<file path="src/rtl/bfz_pkg.sv">
// Package for the 3x3 zero-padded box filter.
// Field widths, register indexes, input op codes, result word type and divide constants.
// No dependencies.
package bfz_pkg;

    localparam int PIX_W     = 16;
    localparam int MEAN_W    = 20;
    localparam int COORD_W   = 12;
    localparam int CFG_W     = 13;
    localparam int CFG_IDX_W = 2;
    localparam int SUM_W     = 20;
    localparam int CSUM_W    = 18;
    localparam int ROW_W     = 13;

    localparam logic [CFG_IDX_W-1:0] REG_WIDTH  = 2'd0;
    localparam logic [CFG_IDX_W-1:0] REG_HEIGHT = 2'd1;

    localparam logic OP_PIXEL = 1'b0;
    localparam logic OP_DRAIN = 1'b1;

    localparam logic [CFG_W-1:0] WIDTH_RST  = 13'd640;
    localparam logic [CFG_W-1:0] HEIGHT_RST = 13'd480;
    localparam logic [CFG_W-1:0] HEIGHT_MAX = 13'd4096;

    // result queue
    localparam int RQ_DEPTH = 8;
    localparam int RQ_AW    = 3;
    localparam int RQ_CW    = 4;

    // x / 9 == (x * RECIP) >> RECIP_SH, exact for x < 2^24
    localparam int          DIVIN_W  = 24;
    localparam int          RECIP_W  = 25;
    localparam logic [24:0] RECIP    = 25'd29826162;
    localparam int          RECIP_SH = 28;

    typedef struct packed {
        logic [MEAN_W-1:0]  mean_value;
        logic [COORD_W-1:0] out_row;
        logic [COORD_W-1:0] out_col;
        logic               frame_done;
        logic               last_in_run;
    } t_result;

    typedef struct packed {
        logic va;
        logic vb;
    } t_push;

endpackage

</file>
<file path="src/rtl/bfz_out_if.sv">
// Result channel of the box filter.
// Depends on bfz_pkg.
interface bfz_out_if;
    logic                        valid;
    logic                        ready;
    logic [bfz_pkg::MEAN_W-1:0]  mean_value;
    logic [bfz_pkg::COORD_W-1:0] out_row;
    logic [bfz_pkg::COORD_W-1:0] out_col;
    logic                        frame_done;
    logic                        last_in_run;

    modport source (output valid, output mean_value, output out_row, output out_col,
                    output frame_done, output last_in_run, input ready);
    modport sink   (input valid, input mean_value, input out_row, input out_col,
                    input frame_done, input last_in_run, output ready);
endinterface

</file>
<file path="src/rtl/bfz_res_fifo.sv">
// Result queue: takes up to two result words a cycle, gives one a cycle while the sink is ready.
// Depends on bfz_pkg and bfz_out_if. Space is reserved upstream.
module bfz_res_fifo (
    input  logic             i_clk,
    input  logic             i_rst_n,
    input  bfz_pkg::t_push   i_push,
    input  bfz_pkg::t_result i_res_a,
    input  bfz_pkg::t_result i_res_b,
    bfz_out_if.source        o_res_ch
);

    bfz_pkg::t_result                r_mem [bfz_pkg::RQ_DEPTH];
    logic [bfz_pkg::RQ_AW-1:0]       r_wp;
    logic [bfz_pkg::RQ_AW-1:0]       r_rp;
    logic [bfz_pkg::RQ_CW-1:0]       r_cnt;
    logic [bfz_pkg::RQ_AW-1:0]       wp_b;
    logic                            pop;
    logic [bfz_pkg::RQ_CW-1:0]       n_push;
    bfz_pkg::t_result                head;

    assign pop    = o_res_ch.valid && o_res_ch.ready;
    assign wp_b   = r_wp + bfz_pkg::RQ_AW'(i_push.va);
    assign n_push = bfz_pkg::RQ_CW'(i_push.va) + bfz_pkg::RQ_CW'(i_push.vb);

    always_ff @(posedge i_clk) begin
        if (i_push.va) begin
            r_mem[r_wp] <= i_res_a;
        end
        if (i_push.vb) begin
            r_mem[wp_b] <= i_res_b;
        end
    end

    always_ff @(posedge i_clk) begin
        if (!i_rst_n) begin
            r_wp  <= '0;
            r_rp  <= '0;
            r_cnt <= '0;
        end else begin
            r_wp  <= r_wp + bfz_pkg::RQ_AW'(n_push);
            r_rp  <= r_rp + bfz_pkg::RQ_AW'(pop);
            r_cnt <= r_cnt + n_push - bfz_pkg::RQ_CW'(pop);
        end
    end

    assign head                 = r_mem[r_rp];
    assign o_res_ch.valid       = (r_cnt != '0);
    assign o_res_ch.mean_value  = head.mean_value;
    assign o_res_ch.out_row     = head.out_row;
    assign o_res_ch.out_col     = head.out_col;
    assign o_res_ch.frame_done  = head.frame_done;
    assign o_res_ch.last_in_run = head.last_in_run;

endmodule

</file>
<file path="src/flat_wrapper.sv">
// flat-port wrapper written by rule: the top's interface ports become plain ports
module bfz_res_fifo_flat 
  (i_clk, i_rst_n, i_push, i_res_a, i_res_b, o_res_ch_valid, o_res_ch_mean_value, o_res_ch_out_row, o_res_ch_out_col, o_res_ch_frame_done, o_res_ch_last_in_run, o_res_ch_ready);
  bfz_out_if o_res_ch_i ();
  input  logic i_clk;
  input  logic i_rst_n;
  input  bfz_pkg::t_push i_push;
  input  bfz_pkg::t_result i_res_a;
  input  bfz_pkg::t_result i_res_b;
  output wire logic [$bits(o_res_ch_i.valid)-1:0] o_res_ch_valid;
  output wire logic [$bits(o_res_ch_i.mean_value)-1:0] o_res_ch_mean_value;
  output wire logic [$bits(o_res_ch_i.out_row)-1:0] o_res_ch_out_row;
  output wire logic [$bits(o_res_ch_i.out_col)-1:0] o_res_ch_out_col;
  output wire logic [$bits(o_res_ch_i.frame_done)-1:0] o_res_ch_frame_done;
  output wire logic [$bits(o_res_ch_i.last_in_run)-1:0] o_res_ch_last_in_run;
  input wire logic [$bits(o_res_ch_i.ready)-1:0] o_res_ch_ready;
  assign o_res_ch_valid = o_res_ch_i.valid;
  assign o_res_ch_mean_value = o_res_ch_i.mean_value;
  assign o_res_ch_out_row = o_res_ch_i.out_row;
  assign o_res_ch_out_col = o_res_ch_i.out_col;
  assign o_res_ch_frame_done = o_res_ch_i.frame_done;
  assign o_res_ch_last_in_run = o_res_ch_i.last_in_run;
  assign o_res_ch_i.ready = o_res_ch_ready;
  bfz_res_fifo u_core (.i_clk(i_clk), .i_rst_n(i_rst_n), .i_push(i_push), .i_res_a(i_res_a), .i_res_b(i_res_b), .o_res_ch(o_res_ch_i));
endmodule
</file>
<file path="config.mk">
export PLATFORM = sky130hd
export DESIGN_NAME = bfz_res_fifo_flat
export DESIGN_NICKNAME = d
export VERILOG_FILES = /design/src/rtl/bfz_pkg.sv /design/src/rtl/bfz_out_if.sv /design/src/rtl/bfz_res_fifo.sv /design/src/flat_wrapper.sv
export SDC_FILE = /design/constraint.sdc
export NUM_CORES = 1
export LEC_CHECK = 0
export ABC_AREA = 1
export BUFFER_PORTS_ARGS = -buffer_cell sky130_fd_sc_hd__buf_2
export CAP_MARGIN = 15
export CELL_PAD_IN_SITES_DETAIL_PLACEMENT = 2
export CELL_PAD_IN_SITES_GLOBAL_PLACEMENT = 2
export CORE_ASPECT_RATIO = 0.7
export CORE_MARGIN = 4
export CORE_UTILIZATION = 37
export CTS_CLUSTER_DIAMETER = 40
export DETAILED_ROUTE_END_ITERATION = 8
export PLACE_DENSITY = 0.94
export SKIP_CTS_REPAIR_TIMING = 1
export SLEW_MARGIN = 20
export SYNTH_ARGS = -nofsm -noshare
export SYNTH_HDL_FRONTEND = slang
export SYNTH_SLANG_ARGS = --single-unit
export TNS_END_PERCENT = 20
</file>
<file path="constraint.sdc">
create_clock -name i_clk -period 5.95 [get_ports i_clk]
set_input_delay 0.8925 -clock i_clk [delete_from_list [all_inputs] [get_ports i_clk]]
set_output_delay 0.8925 -clock i_clk [all_outputs]
set_load 0.02 [all_outputs]
</file>
== Word level (Yosys, flattened, before mapping) ==
Memories as Yosys holds them, arrays and structs flattened. A register that Yosys moved wholly into a read port is not among the register bits.
Index checks and enable logic that the tools add are counted.

* Add/subtract/negate cells: 6
* Mux-type cells: 5
* Reductions and logical operators: 2

{| class="wikitable"
|+ Operator list
! operator !! count
|-
| adder 3 x 1 -> 3 bit || 2
|-
| adder 4 bit || 1
|-
| two-way mux 1 bit || 4
|-
| nonzero test 4 bit || 1
|-
| subtractor 4 x 1 -> 4 bit || 1
|-
| adder 3 bit || 1
|-
| two-way mux 3 bit || 1
|-
| adder 1 x 1 -> 2 bit || 1
|-
| logical AND 1 bit || 1
|}

* Bits in registers: 10
* Memory bits (writable): 368
* Bits of input ports: 97
* Output and inout bits: 47
* Logic and storage cells: 17
* Memories kept: 1

{| class="wikitable"
|+ Memories
! memory !! words !! bits a word !! read ports !! clocked after Yosys merged registers in !! write ports !! line !! text
|-
| u_core.r_mem || 8 || 46 || 1 || 1 || 2 || bfz_res_fifo.sv:12 || <nowiki>bfz_pkg::t_result r_mem [bfz_pkg::RQ_DEPTH];</nowiki>
|}

== Logic depth before layout (Yosys ltp) ==
* Depth after elaboration: 4
* Gate-level depth with buffers: 10

== Worst setup path after synthesis ==
No wires, ideal clock.

* Path kind: input -> register
* Start: in i_push[1] in the netlist's numbering
* End: mem u_core.r_mem[6][0] in the netlist's numbering (enable)
* Setup time: 513 ps
* Data arrival time: 4237 ps
* Path slack: 1200 ps
* Stages: 2
* Path through: nand2_1 o21ai_0

{| class="wikitable"
|+ RTL lines
! item !! line !! text
|-
| start, declared || flat_wrapper.sv:7 || <nowiki>input bfz_pkg::t_push i_push;</nowiki>
|-
| end, declared || bfz_res_fifo.sv:12 ||
|}

==> metrics.yaml <==
status: "complete, no violations"
first_global_vias: 26389
ys_ff_latch: 378
clock_latency_ps: 680
synthCells: 3051
maxCapViolCount: 0
h-tree-depth: 2
core_mm2: 0.0617
cts.path.max_buffers: 3
cp_max_fo: 44
drt_first_pass_iters: 5
route.detailed.drc: 0
grt_max_degree: 168
fp.dieH_um: 217
fin_crit_ps: 4580
num_vias: 24084
die_w_um: 307
synth_fp_nets: 3160
syn_avg_cell_area_um2: 7.59
portBuffers: 143
ir_drop_mv: 0.222
ys_warn_count: 0
clock-sinks: 378
ant_nets: 0
area_growth_pct: 11.3
layout_common_cells: "nand2_1, inv_1, nand4_1, edfxtp_1, nand3_1"
synth-seq-area-share_pct: 48.6
path_clk_slew_ps: 60
design.die.area_mm2: 0.0667
leakagePower_nw: 12.5
worstSetupPathType: "reg2out"
final_max_slew_viol_count: 0
start_util_pct: 37.5
rsz0062_at_grt: "no"
cts-root-buf: "clkbuf_16"
ioPinCount: 144
power_density_mw_per_mm2: 412
finalWirelength_um: 118000
final_common_cell: "nand2_1"
fmax_ghz: 0.218
layout.nets: 3076
cts_inserted_buffers: 58
finalSetupViolCount: 0
end_kind: "output pin"
routedWlPerCell_um: 30.7
rows: 76
drive_above_1_share_pct: 10.2
fin_worst_hold_slack_ps: 538
grt_use_total_pct: 33.4
post-route-period-util_pct: 77.0
cts_tree: "done"
min_path_type: "in2reg"
grt_pass1_wl_um: 169000
ys_types: 23
dpl.hpwl_um: 59600
worst_slew_pin_slew_ps: 1170
drt_iter0_drc: 3176
crit_required_ps: 5060
critPathLaunchType: "flop"
finalHoldViolations: 0
grt.overflow.total: 0
slew_headroom_pct: 22.0
tns_ps: 0
synth_area_mm2: 0.0231
gp_congestion: 0.788
via_per_inst: 6.27
clock_skew_ps: 52.0
antenna_found_initial: 7
worstPathArrival_ps: 3690
-- cell families (layout without fill, tap and decap cells) --
group | after synthesis | after routing | share of synthesized area, %
adder cells (fa/ha/maj) | 12 | 12 | 0.713
flip-flops | 378 | 378 | 48.6
other | 0 | 5 | 0
AND/OR/NAND/NOR | 1934 | 1934 | 36.5
buffers and inverters | 715 | 680 | 13.9
AO/OA/AOI/OAI | 12 | 12 | 0.259
-- Yosys cell counts --
cell type,n,area (µm²)
nand4_1,368,2300
ha_1,10,125
inv_1,387,1450
buf_4,34,255
nand2_2,2,12.5
a21oi_1,3,15.0
nand2_1,1358,5100
fa_1,2,40.0
nand3_2,4,40.0
dfxtp_1,10,200
o21ai_0,9,45.0
clkbuf_1,41,154
buf_1,30,113
nor2_1,8,30.0
clkbuf_2,35,175
nand3_1,193,966
buf_6,20,225
edfxtp_1,368,11100
clkinv_1,1,3.75
buf_2,164,821
inv_4,1,6.26
inv_2,2,7.51
nor2_4,1,11.3
-- power by group --
group          switching (mW)  leakage, nW  internal [mW]
Combinational            2.56         8.03          0.698
Sequential              0.154         3.47           3.29
Clock                    1.59        0.978           2.31
-- stage by stage --
step	total power, mW	cells	cell area, µm²	util (%)	setup WS (ps)
2_1_floorplan	5.40	3051	23100	-	1200
3_3_place_gp	6.16	3724	23600	38.3	1930
3_5_place_dp	6.47	3724	23600	38.3	1700
4_1_cts	10.4	3833	25700	41.6	1450
5_1_grt	10.9	3836	25700	41.7	1330
6_report	10.6	3840	25800	41.7	1370
-- area by class of cell --
type                    instances  area, µm²
repair buffers                180       1060
well taps                     819       1020
inverters                     391       1490
clock buffers                  66       1550
diodes                          5       12.5
flip-flops and latches        378      11300
multi-input cells            1958       8830
clock inverters                43        532
fillers                      6922      36000
-- critical path, stage by stage (launching register included) --
cell and delay, ps:
dfxtp_4 780, clkinv_2 940, buf_4 590, nand3_1 180
nand2_1 110, nand2_1 100, nand2_1 110, buf_2 170
-- sequential cells by signal, summed over array words and instances (netlist names) --
signal	cells
u_core.r_mem	368
u_core.r_rp	3
u_core.r_wp	3
u_core.r_cnt	4
-- routing by layer --
metal  track usage, %  wire [µm]  vias up
met1             40.2      43800    12244
li1                 -          -     9700
met5                0         30        -
met3             6.40      11000      459
met4             19.1       6860        6
met2             56.6      56400     1675
-- path summary, 6_finish.rpt --
path,from,slack [ps],endpoint,cells after the start
min,i_rst_n,540,u_core.r_rp[1],3
min reg2reg,u_core.r_cnt[3],660,u_core.r_cnt[3],4
max reg2reg,u_core.r_wp[0],2200,u_core.r_mem[7][14],6
max,u_core.r_rp[1],1370,o_res_ch_mean_value[18],7
Note: power is estimated with default switching activity, not from simulation.
